--- src/midi_byte_stream_parser_core_defines.svh ---
// Assertion macros shared by the MIDI byte stream parser RTL.
`ifndef MIDI_BYTE_STREAM_PARSER_CORE_DEFINES_SVH
`define MIDI_BYTE_STREAM_PARSER_CORE_DEFINES_SVH

// Same-cycle implication, checked out of reset.
`define MBP_ASSERT_NOW(label, ante, cons, msg) \
   label: assert property (@(posedge clock) disable iff (reset) (ante) |-> (cons)) \
      else $error(msg);

// Next-cycle implication, checked out of reset.
`define MBP_ASSERT_NEXT(label, ante, cons, msg) \
   label: assert property (@(posedge clock) disable iff (reset) (ante) |=> (cons)) \
      else $error(msg);

`endif

--- src/mbp_pkg.sv ---
// Package with types, codes and helper functions of the MIDI byte stream parser.
package mbp_pkg;

   // Fixed field widths
   localparam int BYTE_W      = 8;
   localparam int TIME_W      = 32;
   localparam int CHAN_W      = 5;
   localparam int LEN_W       = 11;
   localparam int SIDX_W      = 10;
   localparam int SENSE_W     = 10;
   localparam int STATE_W     = 2;
   localparam int CSR_IDX_W   = 4;
   localparam int CSR_DATA_W  = 10;

   // Default SysEx buffer depth
   localparam int SYSEX_DEPTH_DEF = 128;

   // Configuration register indexes
   localparam logic [CSR_IDX_W-1:0] CSR_LISTEN_CHANNEL = 4'd0;
   localparam logic [CSR_IDX_W-1:0] CSR_NULL_VEL_OFF   = 4'd1;
   localparam logic [CSR_IDX_W-1:0] CSR_SENSE_ENABLE   = 4'd2;
   localparam logic [CSR_IDX_W-1:0] CSR_SENSE_TIMEOUT  = 4'd3;

   // Configuration reset values
   localparam logic [CHAN_W-1:0]  LISTEN_RESET    = 5'd0;
   localparam logic [SENSE_W-1:0] TIMEOUT_RESET   = 10'd300;
   localparam logic [CHAN_W-1:0]  LISTEN_DISABLED = 5'd17;
   localparam logic [CHAN_W-1:0]  LISTEN_OMNI     = 5'd0;
   localparam logic [SENSE_W-1:0] SENSE_MAX       = 10'd1023;

   // Item kinds
   localparam logic KIND_BYTE = 1'b0;
   localparam logic KIND_TICK = 1'b1;

   // Status codes
   localparam logic [BYTE_W-1:0] ST_NONE      = 8'h00;
   localparam logic [BYTE_W-1:0] ST_NOTE_OFF  = 8'h80;
   localparam logic [BYTE_W-1:0] ST_NOTE_ON   = 8'h90;
   localparam logic [BYTE_W-1:0] ST_POLY_AT   = 8'hA0;
   localparam logic [BYTE_W-1:0] ST_CTRL      = 8'hB0;
   localparam logic [BYTE_W-1:0] ST_PROGRAM   = 8'hC0;
   localparam logic [BYTE_W-1:0] ST_CHAN_AT   = 8'hD0;
   localparam logic [BYTE_W-1:0] ST_PITCH     = 8'hE0;
   localparam logic [BYTE_W-1:0] ST_SYSEX     = 8'hF0;
   localparam logic [BYTE_W-1:0] ST_QFRAME    = 8'hF1;
   localparam logic [BYTE_W-1:0] ST_SONG_POS  = 8'hF2;
   localparam logic [BYTE_W-1:0] ST_SONG_SEL  = 8'hF3;
   localparam logic [BYTE_W-1:0] ST_UNDEF_F4  = 8'hF4;
   localparam logic [BYTE_W-1:0] ST_UNDEF_F5  = 8'hF5;
   localparam logic [BYTE_W-1:0] ST_TUNE      = 8'hF6;
   localparam logic [BYTE_W-1:0] ST_EOX       = 8'hF7;
   localparam logic [BYTE_W-1:0] ST_CLOCK     = 8'hF8;
   localparam logic [BYTE_W-1:0] ST_UNDEF_F9  = 8'hF9;
   localparam logic [BYTE_W-1:0] ST_START     = 8'hFA;
   localparam logic [BYTE_W-1:0] ST_CONTINUE  = 8'hFB;
   localparam logic [BYTE_W-1:0] ST_STOP      = 8'hFC;
   localparam logic [BYTE_W-1:0] ST_UNDEF_FD  = 8'hFD;
   localparam logic [BYTE_W-1:0] ST_SENSE     = 8'hFE;
   localparam logic [BYTE_W-1:0] ST_RESET     = 8'hFF;
   localparam logic [BYTE_W-1:0] STATUS_BIT   = 8'h80;
   localparam logic [BYTE_W-1:0] TYPE_MASK    = 8'hF0;
   localparam logic [BYTE_W-1:0] CHAN_MASK    = 8'h0F;

   // Active sense output codes
   localparam logic [STATE_W-1:0] SENSE_CODE_OFF  = 2'd0;
   localparam logic [STATE_W-1:0] SENSE_CODE_ON   = 2'd1;
   localparam logic [STATE_W-1:0] SENSE_CODE_FAIL = 2'd2;

   // Active sense monitor state
   typedef enum logic [2:0] {
      SENSE_OFF  = 3'b001,
      SENSE_ON   = 3'b010,
      SENSE_FAIL = 3'b100
   } sense_type;

   // One result item
   typedef struct packed {
      logic                msg_valid;
      logic [BYTE_W-1:0]   msg_type;
      logic [CHAN_W-1:0]   msg_channel;
      logic [BYTE_W-1:0]   msg_data1;
      logic [BYTE_W-1:0]   msg_data2;
      logic [LEN_W-1:0]    msg_bytes;
      logic [TIME_W-1:0]   msg_time;
      logic                sysex_valid;
      logic [SIDX_W-1:0]   sysex_index;
      logic [BYTE_W-1:0]   sysex_byte;
      logic [STATE_W-1:0]  sense_state;
   } rsp_type;

   // Message type of a byte, zero for data and undefined status bytes
   function automatic logic [BYTE_W-1:0] type_of(input logic [BYTE_W-1:0] b);
      logic [BYTE_W-1:0] ty;
      if (b < STATUS_BIT ||
          b inside {ST_UNDEF_F4, ST_UNDEF_F5, ST_UNDEF_F9, ST_UNDEF_FD}) begin
         ty = ST_NONE;
      end else if (b < ST_SYSEX) begin
         ty = b & TYPE_MASK;
      end else begin
         ty = b;
      end
      return ty;
   endfunction

   // Channel voice type test
   function automatic logic is_voice(input logic [BYTE_W-1:0] t);
      return t inside {[ST_NOTE_OFF:ST_PITCH]};
   endfunction

   // Real-time bytes that pass through a pending message
   function automatic logic is_pass_rt(input logic [BYTE_W-1:0] b);
      return b inside {ST_CLOCK, ST_START, ST_CONTINUE, ST_STOP, ST_RESET};
   endfunction

   // Channel number 1..16 of a status byte
   function automatic logic [CHAN_W-1:0] chan_of(input logic [BYTE_W-1:0] st);
      return CHAN_W'(st & CHAN_MASK) + CHAN_W'(1);
   endfunction

endpackage

--- src/midi_byte_stream_parser_core.sv ---
// MIDI byte stream parser with running status, SysEx streaming and active sense.
//
// Takes one item per clock while req_stall is low: a received byte with its
// timestamp, or a 1 ms tick. Every accepted item gives exactly one result
// item. All parsing state updates on acceptance, so a new item can be taken
// every clock; the sustained rate is one item per cycle while req_stall is
// low. The result register is backed by a one-entry skid buffer, so req_stall
// only rises after the consumer has held rsp_stall with two results waiting,
// and req_stall is a register output. Completed messages, pass-through real-time
// bytes and SysEx bytes all appear on the result; SysEx length is reported on
// the closing 0xF7. Configuration writes take effect on the next item.
`include "midi_byte_stream_parser_core_defines.svh"

module midi_byte_stream_parser_core
   import mbp_pkg::*;
#(
   parameter int SYSEX_DEPTH = SYSEX_DEPTH_DEF
) (
   input  logic                  clock,
   input  logic                  reset,
   // input items
   input  logic                  req_valid,
   output logic                  req_stall,
   input  logic                  req_kind,
   input  logic [BYTE_W-1:0]     req_rx_byte,
   input  logic [TIME_W-1:0]     req_rx_time,
   // result items
   output logic                  rsp_valid,
   input  logic                  rsp_stall,
   output logic                  rsp_msg_valid,
   output logic [BYTE_W-1:0]     rsp_msg_type,
   output logic [CHAN_W-1:0]     rsp_msg_channel,
   output logic [BYTE_W-1:0]     rsp_msg_data1,
   output logic [BYTE_W-1:0]     rsp_msg_data2,
   output logic [LEN_W-1:0]      rsp_msg_bytes,
   output logic [TIME_W-1:0]     rsp_msg_time,
   output logic                  rsp_sysex_valid,
   output logic [SIDX_W-1:0]     rsp_sysex_index,
   output logic [BYTE_W-1:0]     rsp_sysex_byte,
   output logic [STATE_W-1:0]    rsp_sense_state,
   // configuration writes
   input  logic                  csr_valid,
   output logic                  csr_ready,
   input  logic [CSR_IDX_W-1:0]  csr_index,
   input  logic [CSR_DATA_W-1:0] csr_wdata
);

   localparam int IDX_W = $clog2(SYSEX_DEPTH);
   localparam logic [IDX_W-1:0] IDX_LAST = IDX_W'(SYSEX_DEPTH - 1);

   // Configuration registers
   logic [CHAN_W-1:0]  listen_ff;
   logic               nvo_ff;
   logic               sense_en_ff;
   logic [SENSE_W-1:0] timeout_ff;

   // Parser state
   logic [BYTE_W-1:0]  pend_status_ff, pend_status_in;
   logic [BYTE_W-1:0]  pend_data0_ff, pend_data0_in;
   logic [IDX_W-1:0]   pend_idx_ff, pend_idx_in;
   logic               exp3_ff, exp3_in;
   logic [BYTE_W-1:0]  run_status_ff, run_status_in;
   logic [TIME_W-1:0]  sx_time_ff, sx_time_in;
   sense_type          sense_ff, sense_in;
   logic [SENSE_W-1:0] sense_cnt_ff, sense_cnt_in;

   // Output register and skid entry
   logic    out_valid_ff;
   rsp_type out_data_ff;
   logic    skid_valid_ff;
   rsp_type skid_data_ff;

   logic    accept;
   logic    out_take;
   rsp_type res;

   assign csr_ready = 1'b1;
   assign req_stall = skid_valid_ff;
   assign accept    = req_valid && !req_stall;
   assign out_take  = out_valid_ff && !rsp_stall;

   // Write configuration registers
   always_ff @(posedge clock) begin
      if (reset) begin
         listen_ff   <= LISTEN_RESET;
         nvo_ff      <= 1'b1;
         sense_en_ff <= 1'b1;
         timeout_ff  <= TIMEOUT_RESET;
      end else if (csr_valid && csr_ready) begin
         case (csr_index)
            CSR_LISTEN_CHANNEL: listen_ff   <= csr_wdata[CHAN_W-1:0];
            CSR_NULL_VEL_OFF:   nvo_ff      <= csr_wdata[0];
            CSR_SENSE_ENABLE:   sense_en_ff <= csr_wdata[0];
            CSR_SENSE_TIMEOUT:  timeout_ff  <= csr_wdata[SENSE_W-1:0];
            default: ;
         endcase
      end
   end

   // Parse one item: next state and its result
   always_comb begin
      logic [BYTE_W-1:0]  b;
      logic [BYTE_W-1:0]  st;
      logic [BYTE_W-1:0]  ty;
      logic [BYTE_W-1:0]  pty;
      logic [SENSE_W-1:0] cnt;
      logic [LEN_W-1:0]   len;
      logic               rs_hit;
      logic               do_first;
      logic               sysex;

      b   = req_rx_byte;
      st  = ST_NONE;
      ty  = ST_NONE;
      pty = type_of(pend_status_ff);
      cnt = sense_cnt_ff;
      len = LEN_W'(pend_idx_ff) + LEN_W'(1);
      rs_hit   = 1'b0;
      do_first = 1'b0;
      sysex    = (pend_status_ff == ST_SYSEX);

      pend_status_in = pend_status_ff;
      pend_data0_in  = pend_data0_ff;
      pend_idx_in    = pend_idx_ff;
      exp3_in        = exp3_ff;
      run_status_in  = run_status_ff;
      sx_time_in     = sx_time_ff;
      sense_in       = sense_ff;
      sense_cnt_in   = sense_cnt_ff;
      res            = '0;

      if (req_kind == KIND_TICK) begin
         // Advance the active sense timeout
         if (sense_en_ff && sense_ff == SENSE_ON) begin
            if (sense_cnt_ff != SENSE_MAX) begin
               cnt = sense_cnt_ff + SENSE_W'(1);
            end
            sense_cnt_in = cnt;
            if (cnt > timeout_ff) begin
               sense_in = SENSE_FAIL;
            end
         end
      end else if (listen_ff < LISTEN_DISABLED) begin
         sense_cnt_in = '0;

         if (pend_idx_ff == '0) begin
            do_first = 1'b1;
         end else if (b >= STATUS_BIT) begin
            // Status byte inside a message
            if (b == ST_SENSE) begin
               sense_in      = SENSE_ON;
               res.msg_valid = 1'b1;
               res.msg_type  = b;
               res.msg_bytes = LEN_W'(1);
               res.msg_time  = req_rx_time;
            end else if (is_pass_rt(b)) begin
               res.msg_valid = 1'b1;
               res.msg_type  = b;
               res.msg_bytes = LEN_W'(1);
               res.msg_time  = req_rx_time;
            end else if (b == ST_EOX && sysex) begin
               // Close the SysEx and report its length
               res.sysex_valid = 1'b1;
               res.sysex_index = SIDX_W'(pend_idx_ff);
               res.sysex_byte  = ST_EOX;
               res.msg_valid   = 1'b1;
               res.msg_type    = ST_SYSEX;
               res.msg_data1   = len[BYTE_W-1:0];
               res.msg_data2   = BYTE_W'(len[LEN_W-1:BYTE_W]);
               res.msg_bytes   = len;
               res.msg_time    = sx_time_ff;
               pend_idx_in     = '0;
               run_status_in   = ST_NONE;
            end else begin
               // Abandon the pending message and restart
               do_first = 1'b1;
            end
         end else if (sysex) begin
            // Stream a SysEx data byte, drop the message on overflow
            res.sysex_valid = 1'b1;
            res.sysex_index = SIDX_W'(pend_idx_ff);
            res.sysex_byte  = b;
            if (pend_idx_ff == IDX_LAST) begin
               pend_idx_in   = '0;
               run_status_in = ST_NONE;
            end else begin
               pend_idx_in = pend_idx_ff + IDX_W'(1);
            end
         end else if (exp3_ff && pend_idx_ff == IDX_W'(1)) begin
            // Hold the first of two data bytes
            pend_data0_in = b;
            pend_idx_in   = IDX_W'(2);
         end else begin
            // Complete a two- or three-byte message
            res.msg_valid = 1'b1;
            res.msg_type  = pty;
            res.msg_data1 = exp3_ff ? pend_data0_ff : b;
            res.msg_data2 = exp3_ff ? b : '0;
            res.msg_bytes = exp3_ff ? LEN_W'(3) : LEN_W'(2);
            res.msg_time  = req_rx_time;
            if (is_voice(pty)) begin
               res.msg_channel = chan_of(pend_status_ff);
               run_status_in   = pend_status_ff;
            end else begin
               run_status_in = ST_NONE;
            end
            if (!exp3_ff) begin
               pend_data0_in = b;
            end
            pend_idx_in = '0;
         end

         if (do_first) begin
            // First byte of a message, with running status for data bytes
            rs_hit = (b < STATUS_BIT) && is_voice(type_of(run_status_ff));
            st     = rs_hit ? run_status_ff : b;
            ty     = type_of(st);
            pend_status_in = st;
            pend_idx_in    = '0;
            if (rs_hit) begin
               pend_data0_in = b;
            end
            case (ty) inside
               ST_SENSE: begin
                  sense_in      = SENSE_ON;
                  res.msg_valid = 1'b1;
                  res.msg_type  = ty;
                  res.msg_bytes = LEN_W'(1);
                  res.msg_time  = req_rx_time;
               end
               ST_TUNE, ST_CLOCK, ST_START, ST_CONTINUE, ST_STOP, ST_RESET: begin
                  res.msg_valid = 1'b1;
                  res.msg_type  = ty;
                  res.msg_bytes = LEN_W'(1);
                  res.msg_time  = req_rx_time;
               end
               ST_PROGRAM, ST_CHAN_AT, ST_QFRAME, ST_SONG_SEL: begin
                  exp3_in = 1'b0;
                  if (rs_hit) begin
                     res.msg_valid   = 1'b1;
                     res.msg_type    = ty;
                     res.msg_channel = chan_of(st);
                     res.msg_data1   = b;
                     res.msg_bytes   = LEN_W'(2);
                     res.msg_time    = req_rx_time;
                  end else begin
                     pend_idx_in = IDX_W'(1);
                  end
               end
               ST_NOTE_OFF, ST_NOTE_ON, ST_POLY_AT, ST_CTRL, ST_PITCH,
               ST_SONG_POS: begin
                  exp3_in     = 1'b1;
                  pend_idx_in = rs_hit ? IDX_W'(2) : IDX_W'(1);
               end
               ST_SYSEX: begin
                  run_status_in   = ST_NONE;
                  sx_time_in      = req_rx_time;
                  res.sysex_valid = 1'b1;
                  res.sysex_index = '0;
                  res.sysex_byte  = ST_SYSEX;
                  pend_idx_in     = IDX_W'(1);
               end
               default: begin
                  // Stray byte: drop the message and the running status
                  run_status_in = ST_NONE;
               end
            endcase
         end

         // Apply note-off mapping and the channel filter
         if (res.msg_valid) begin
            if (nvo_ff && res.msg_type == ST_NOTE_ON && res.msg_data2 == '0) begin
               res.msg_type = ST_NOTE_OFF;
            end
            if (res.msg_type == ST_NONE) begin
               res.msg_valid = 1'b0;
            end else if (is_voice(res.msg_type) && listen_ff != LISTEN_OMNI &&
                         res.msg_channel != listen_ff) begin
               res.msg_valid = 1'b0;
            end
         end
         if (!res.msg_valid) begin
            res.msg_type    = '0;
            res.msg_channel = '0;
            res.msg_data1   = '0;
            res.msg_data2   = '0;
            res.msg_bytes   = '0;
            res.msg_time    = '0;
         end
      end

      // Report the sense state after this item
      case (sense_in)
         SENSE_OFF:  res.sense_state = SENSE_CODE_OFF;
         SENSE_ON:   res.sense_state = SENSE_CODE_ON;
         SENSE_FAIL: res.sense_state = SENSE_CODE_FAIL;
         default:    res.sense_state = SENSE_CODE_OFF;
      endcase
   end

   // Advance parser state on each accepted item
   always_ff @(posedge clock) begin
      if (reset) begin
         pend_status_ff <= ST_NONE;
         pend_idx_ff    <= '0;
         exp3_ff        <= 1'b0;
         run_status_ff  <= ST_NONE;
         sense_ff       <= SENSE_OFF;
         sense_cnt_ff   <= '0;
      end else if (accept) begin
         pend_status_ff <= pend_status_in;
         pend_idx_ff    <= pend_idx_in;
         exp3_ff        <= exp3_in;
         run_status_ff  <= run_status_in;
         sense_ff       <= sense_in;
         sense_cnt_ff   <= sense_cnt_in;
      end
   end

   // Hold data payload without reset
   always_ff @(posedge clock) begin
      if (accept) begin
         pend_data0_ff <= pend_data0_in;
         sx_time_ff    <= sx_time_in;
      end
   end

   // Output register and skid entry control
   always_ff @(posedge clock) begin
      if (reset) begin
         out_valid_ff  <= 1'b0;
         skid_valid_ff <= 1'b0;
      end else if (!out_valid_ff || out_take) begin
         if (skid_valid_ff) begin
            out_valid_ff  <= 1'b1;
            skid_valid_ff <= 1'b0;
         end else begin
            out_valid_ff <= accept;
         end
      end else if (accept) begin
         skid_valid_ff <= 1'b1;
      end
   end

   // Output register and skid entry payload
   always_ff @(posedge clock) begin
      if (!out_valid_ff || out_take) begin
         if (skid_valid_ff) begin
            out_data_ff <= skid_data_ff;
         end else if (accept) begin
            out_data_ff <= res;
         end
      end else if (accept) begin
         skid_data_ff <= res;
      end
   end

   assign rsp_valid       = out_valid_ff;
   assign rsp_msg_valid   = out_data_ff.msg_valid;
   assign rsp_msg_type    = out_data_ff.msg_type;
   assign rsp_msg_channel = out_data_ff.msg_channel;
   assign rsp_msg_data1   = out_data_ff.msg_data1;
   assign rsp_msg_data2   = out_data_ff.msg_data2;
   assign rsp_msg_bytes   = out_data_ff.msg_bytes;
   assign rsp_msg_time    = out_data_ff.msg_time;
   assign rsp_sysex_valid = out_data_ff.sysex_valid;
   assign rsp_sysex_index = out_data_ff.sysex_index;
   assign rsp_sysex_byte  = out_data_ff.sysex_byte;
   assign rsp_sense_state = out_data_ff.sense_state;

   // Check buffering and parser invariants
   `MBP_ASSERT_NOW(a_skid_behind_out, skid_valid_ff, out_valid_ff, "skid full while output empty")
   `MBP_ASSERT_NEXT(a_skid_fills, accept && out_valid_ff && rsp_stall, skid_valid_ff, "item lost on stall")
   `MBP_ASSERT_NOW(a_sysex_no_running, pend_idx_ff != '0 && pend_status_ff == ST_SYSEX, run_status_ff == ST_NONE, "running status kept during SysEx")
   `MBP_ASSERT_NOW(a_voice_has_chan, rsp_valid && rsp_msg_valid && rsp_msg_type >= ST_NOTE_OFF && rsp_msg_type <= ST_PITCH, rsp_msg_channel != '0, "voice message without channel")

endmodule

--- config.mk ---
export PLATFORM = sky130hd
export DESIGN_NAME = midi_byte_stream_parser_core
export DESIGN_NICKNAME = d
export VERILOG_FILES = /design/src/mbp_pkg.sv /design/src/midi_byte_stream_parser_core.sv
export VERILOG_INCLUDE_DIRS = /design/src /design/src/src
export SDC_FILE = /design/constraint.sdc
export NUM_CORES = 1
export LEC_CHECK = 0
export ABC_AREA = 1
export BUFFER_PORTS_ARGS = -buffer_cell sky130_fd_sc_hd__buf_2
export CAP_MARGIN = 20
export CORE_UTILIZATION = 50
export CTS_BUF_LIST = sky130_fd_sc_hd__clkbuf_4 sky130_fd_sc_hd__clkbuf_8
export CTS_CLUSTER_DIAMETER = 50
export DETAILED_ROUTE_END_ITERATION = 10
export PLACE_DENSITY_LB_ADDON = 0.1
export SETUP_SLACK_MARGIN = 0.15
export SLEW_MARGIN = 15
export SYNTH_ARGS = -nofsm -noshare
export SYNTH_HDL_FRONTEND = slang
export SYNTH_SLANG_ARGS = --single-unit
--- constraint.sdc ---
create_clock -name clock -period 16.1 [get_ports clock]
set_clock_uncertainty 0.05 [all_clocks]
set_input_delay 3.22 -clock clock [delete_from_list [all_inputs] [get_ports clock]]
set_output_delay 3.22 -clock clock [all_outputs]
set_load 0.02 [all_outputs]
* Word-level counts from Yosys, hierarchy flattened
Cells that the tools add are included.
** Storage, ports and cells
- Bits in registers :: 284
- Bits of input ports :: 60
- Logic and storage cells :: 297
** Operators by class
- Add/subtract/negate cells :: 5
- Magnitude comparators :: 16
- Equality and inequality tests :: 54
- Muxes and demuxes :: 132
- Bitwise gates (word level) :: 6
- Reductions and logical operators :: 48
** Operators by type and width (count)
- two-way mux 92 bit :: 5
- equality test 8 bit (second input constant) :: 39
- two-way mux 8 bit :: 36
- two-way mux 43 bit :: 6
- two-way mux 94 bit :: 2
- two-way mux 78 bit :: 2
- two-way mux 19 bit :: 8
- two-way mux 73 bit :: 2
- two-way mux 9 bit :: 10
- two-way mux 22 bit :: 4
- two-way mux 72 bit :: 1
- two-way mux 62 bit :: 1
- two-way mux 10 bit :: 6
- < comparator 8 bit (second input constant) :: 7
- two-way mux 7 bit :: 8
- two-way mux 13 bit :: 3
- greater-or-equal comparator 8 bit (second input constant) :: 4
- two-way mux 16 bit :: 2
- two-way mux 3 bit :: 9
- less-or-equal comparator 8 bit (second input constant) :: 3
- zero test 8 bit :: 2
- two-way mux 1 bit :: 15
- AND reduction 7 bit :: 2
- logical AND 1 bit :: 13
- 36 further kinds :: 71

* Logic depth before layout (Yosys ltp)
- Depth in word-level cells :: 52
- Depth in mapped cells :: 29
- Mapped depth without buffers :: 27

* Worst setup path after synthesis
No wires, ideal clock.
- Kind :: input-to-reg
- Start point :: input port req_valid
- End point :: register out_data_ff, in the netlist rsp_msg_bytes[0], enable pin
- Data arrival time :: 7551 ps
- Required time :: 15486 ps
- Setup slack :: 7935 ps
- Cell stages on the path :: 2
- Cell sequence :: nor2_1 -> a21oi_1
** Between the ends
- Cells in the longest elaborated chain, start to end :: 3
** Ends and longest elaborated chain
- start, declared :: line midi_byte_stream_parser_core.sv:22 : input logic req_valid,
- logical AND 1 bit :: line midi_byte_stream_parser_core.sv:79 : assign accept = req_valid && !req_stall;
- nonzero test 2 bit (no line)
- AND reduction 2 bit (no line)
- end signal, assigned :: line midi_byte_stream_parser_core.sv:349 : out_data_ff <= skid_data_ff;
- end signal, assigned :: line midi_byte_stream_parser_core.sv:351 : out_data_ff <= res;
- end, declared :: line midi_byte_stream_parser_core.sv:69 : rsp_type out_data_ff;
No other way between the ends.
A chain may end at the register's enable or synchronous reset.

==> flow_summary.toml <==
[grt]
grt_first_pass_wirelength_um = 56980
gr_usage_total = 0.2552
number_of_global_route_vias_before_repair = 10307
grt_start_max_net_pins = 74
grt_antenna_before_repair = 1
congestion_overflow_gr = 0

[setup_path]
first_element_of_the_critical_path = "req_rx_byte[7]"
cpPeakStageDelay_ns = 0.70
worstPathArrival_ns = 8.03
reg2reg_setup_slack_ns = 11.14
worstPathBufferInverterCount = 5
kind_of_end_point_of_the_critical_path = "register"
required_ns = 16.31
worstSetupPathDepth = 24
r2r-end = "skid_data_ff[69]"
worst_setup_path_start_kind = "input port"
rr_worst_depth = 23
r2r_start = "run_status_ff[6]"
slowest_stage = "buf_4"
cp_max_fo = 56
critical-path-top-delay-family = "simple AND/OR/NAND/NOR gates"
critical_path_class = "input port to register"
critical_path.cell_chain = "buf_2 -> nor2_4 -> nand2_2 -> inv_2 -> o21ai_2 -> inv_1 -> ha_1 -> inv_1 -> nand2_1 -> nand4_1 -> nand3_2 -> nor3_4 -> nor2_1 -> nand2_1 -> nand2_1 -> nor2_2 -> nand3_2 -> nand2_2 -> nand2_1 -> nand3_1 -> nand2_2 -> nand2_2 -> buf_4 -> nor3_1"

[cells_and_area]
multi_input_area_um2 = 5204
postLayoutCellArea_um2 = 15960
fin_nets = 1761
fillCellCount = 2466
flow.area_growth_from_synthesis_pct = 14.03
final_core_utilization = 0.5873
seq_area_um2 = 7611
mostFrequentLayoutCells = "307 x nand2_1, 216 x edfxtp_1, 200 x inv_1, 149 x buf_2, 129 x nor2_1"
finalNonFillerCells = 2093
drive_gt1_frac = 0.1907
most_common_cell_after_layout_fill_and_taps_aside = "nand2_1"

[clocking]
cts.repair.resized = 0
numCtsBuffers = 47
ctsRootBufferMaster = "clkbuf_8"
worst_skew_pair.late_latency_ns = 0.56
cts.reportedPaths.clkPinSlew_ns = 0.06
cts.htree.levels = 2
cts_tree = "yes"
count_of_hold_fix_buffers_inserted_at_cts = 0
clockBufferDepth = 3
cts_sinks = 272
postCtsSetupRepairBufs = 0

[timing]
slew_headroom = 0.3101
setup_total_negative_slack_ns = 0
setup_repair_after_global_routing_missed_its_margin = "no"
drv_slew = 0
post-route-period-util = 0.4855
hold_viol_final = 0
clock.fmax_mhz = 127.9
post-route-min-period_ns = 7.817
setup_slack_ns = 8.283
worst-slew-pin-transition_ns = 1.031
setup-violations-final = 0

[synthesis]
avgSynthCellArea_um2 = 9.071
async_sr_flop_fraction = 0
synthesized_instance_count = 1543
yosys_warnings = 0
synth.distinct_cells = 54
synthFlopType = "edfxtp_1"
yosys_register_bits = 272
seq_area_frac_synth = 0.5435
post_synthesis_instance_area_um2 = 14000
synth_enable_flop_cells = 216

[routing]
detailedRoute.firstPassIterationCount = 5
drt_wl_cell_um = 17.49
route.final.wire_length_um = 36600
routed_via_count = 11358
drt_iter0_markers = 992
final_antenna_violating_net_count = 0
detail_route.drc_violations = 0
detail_route.vias_per_cell = 5.427

[job]
max_cap_viol_count = 0

[placed_design]
globalplace.congestion = 0.9442
buffer_ports.inserted = 149
pre_cts_slack_ns = 7.542
detailed_place_hpwl_um = 25020
postPlaceCellArea_um2 = 14960
place.detailed.instances = 2002

[min_path]
min_delay_startpoint = "sense_ff[1]"
whs_endpoint = "sense_ff[1]"
timing.hold.worst_path_depth = 2
timing.hold.worst.class = "register to register"

[die]
fp.dieArea_um2 = 28670
fp.dieH_um = 169.3
die_width_um = 169.3
fp.coreArea_um2 = 27180
floorplan.rows = 60
io-pin-count = 157
start_util = 0.5151

[power_and_ir_drop]
p_leak_uw = 0.006613
power-per-cell-area_nw_per_um2 = 101.2
vdd_drop_max_uv = 65.35

[run_status]
run_status = "complete, no violations"
[cells in the mapped netlist, types with 2 or more instances]
master	count	area, um2
nand2_1	307	1152
edfxtp_1	216	6486
inv_1	200	750.7
nor2_1	131	491.7
o21ai_0	79	395.4
a21oi_1	77	385.4
nand4_1	70	437.9
dfxtp_1	56	1121
nand3_1	50	250.2
clkbuf_1	48	180.2
nor2_2	30	187.7
o211ai_1	30	225.2
a211oi_1	25	187.7
a221oi_1	22	192.7
ha_1	20	250.2
nor3_1	18	90.09
o21bai_1	18	135.1
inv_2	17	63.81
buf_2	10	50.05
mux2_2	10	112.6
xor2_1	10	87.58
a31oi_1	9	56.30
buf_4	9	67.56
buf_1	8	30.03
nand2_2	8	50.05
nor4_1	8	50.05
buf_6	7	78.83
clkinv_1	4	15.01
nand3_2	4	40.04
o22ai_1	4	25.02
nor2_4	3	33.78
o21ai_2	3	26.28
conb_1	2	7.510
nand3b_1	2	15.01
nand4_2	2	25.02
o21a_1	2	15.01
o221ai_1	2	17.52
o31ai_1	2	15.01
o32ai_1	2	17.52
o41ai_1	2	17.52
or2_2	2	12.51
xnor2_1	2	17.52
[registers in the layout, summed over array words and instances (netlist names), 7 cells and up]
| register | flops |
|---|---|
| skid_data_ff | 88 |
| rsp_msg_time | 32 |
| sx_time_ff | 32 |
| sense_cnt_ff | 10 |
| timeout_ff | 10 |
| pend_data0_ff | 8 |
| pend_status_ff | 8 |
| rsp_msg_bytes | 8 |
| rsp_msg_data1 | 8 |
| rsp_msg_data2 | 8 |
| rsp_msg_type | 8 |
| rsp_sysex_byte | 8 |
| run_status_ff | 8 |
| pend_idx_ff | 7 |
| rsp_sysex_index | 7 |
[power breakdown]
group,total (uW),switching (uW),internal [uW]
sequential,789,9.37,780
combinational,178,131,46.9
clock,649,281,367
[per-stage QoR]
stage / hold slack, ns / total power (uW)
6_report: 0.4125 / 1616
5_1_grt: 0.4261 / 1679
4_1_cts: 0.4149 / 1630
3_5_place_dp: 0.4068 / 979.7
3_3_place_gp: 0.3997 / 978.8
2_1_floorplan: 0.3854 / 923.7
[cells by family (layout without fill, tap and decap cells)]
family	after synthesis	count (layout)	share of synthesized area
XOR/XNOR	12	12	0.007509
adder cells (fa/ha/maj)	20	20	0.01788
multiplexers	11	11	0.008760
AO/OA/AOI/OAI	283	283	0.1262
AND/OR/NAND/NOR	640	640	0.2073
flip-flops	272	272	0.5435
buffers and inverters	303	474	0.08832
other	2	9	0.0005365
[worst reg2reg max path, stage by stage (launching register included)]
cell and delay [ns]:
dfxtp_1 0.38, nand3_1 0.16, nand2_2 0.26, inv_2 0.14, o21ai_2 0.25, inv_1 0.15, ha_1 0.22, inv_1 0.05
nand2_1 0.05, nand4_1 0.14, nand3_2 0.14, nor3_4 0.27, nor2_1 0.08, nand2_1 0.06, nand2_1 0.05, nor2_2 0.16
nand3_2 0.11, nand2_2 0.55, nand2_1 0.15, nand3_1 0.14, nand2_2 0.07, nand2_2 0.20, buf_4 0.70, nor3_1 0.15
[routing by layer]
| metal | GRT usage | part of all wire |
|---|---|---|
| met3 | 0.04011 | 0.068 |
| met1 | 0.3821 | 0.46 |
| met4 | 0.07325 | 0.020 |
| met5 | 0 | 0 |
| met2 | 0.3813 | 0.45 |
[how the worst max path moves through the flow]
stage          slack, ns               end
4_1_cts             8.11  skid_data_ff[69]
3_3_place_gp        7.73  skid_data_ff[66]
6_report            8.28  skid_data_ff[69]
3_5_place_dp        7.54  skid_data_ff[69]
2_1_floorplan       7.94  rsp_msg_bytes[0]
5_1_grt             7.83  skid_data_ff[70]
[cell type report]
type,instances,area share
Multi-Input combinational cell,974,0.3260
Clock inverter,25,0.01223
Antenna cell,1,0.0001568
Tap cell,372,0.02916
Sequential cell,272,0.4769
Clock buffer,63,0.04923
Inverter,221,0.05198
Timing Repair Buffer,165,0.05433
Note: power is estimated with default switching activity, not from simulation.
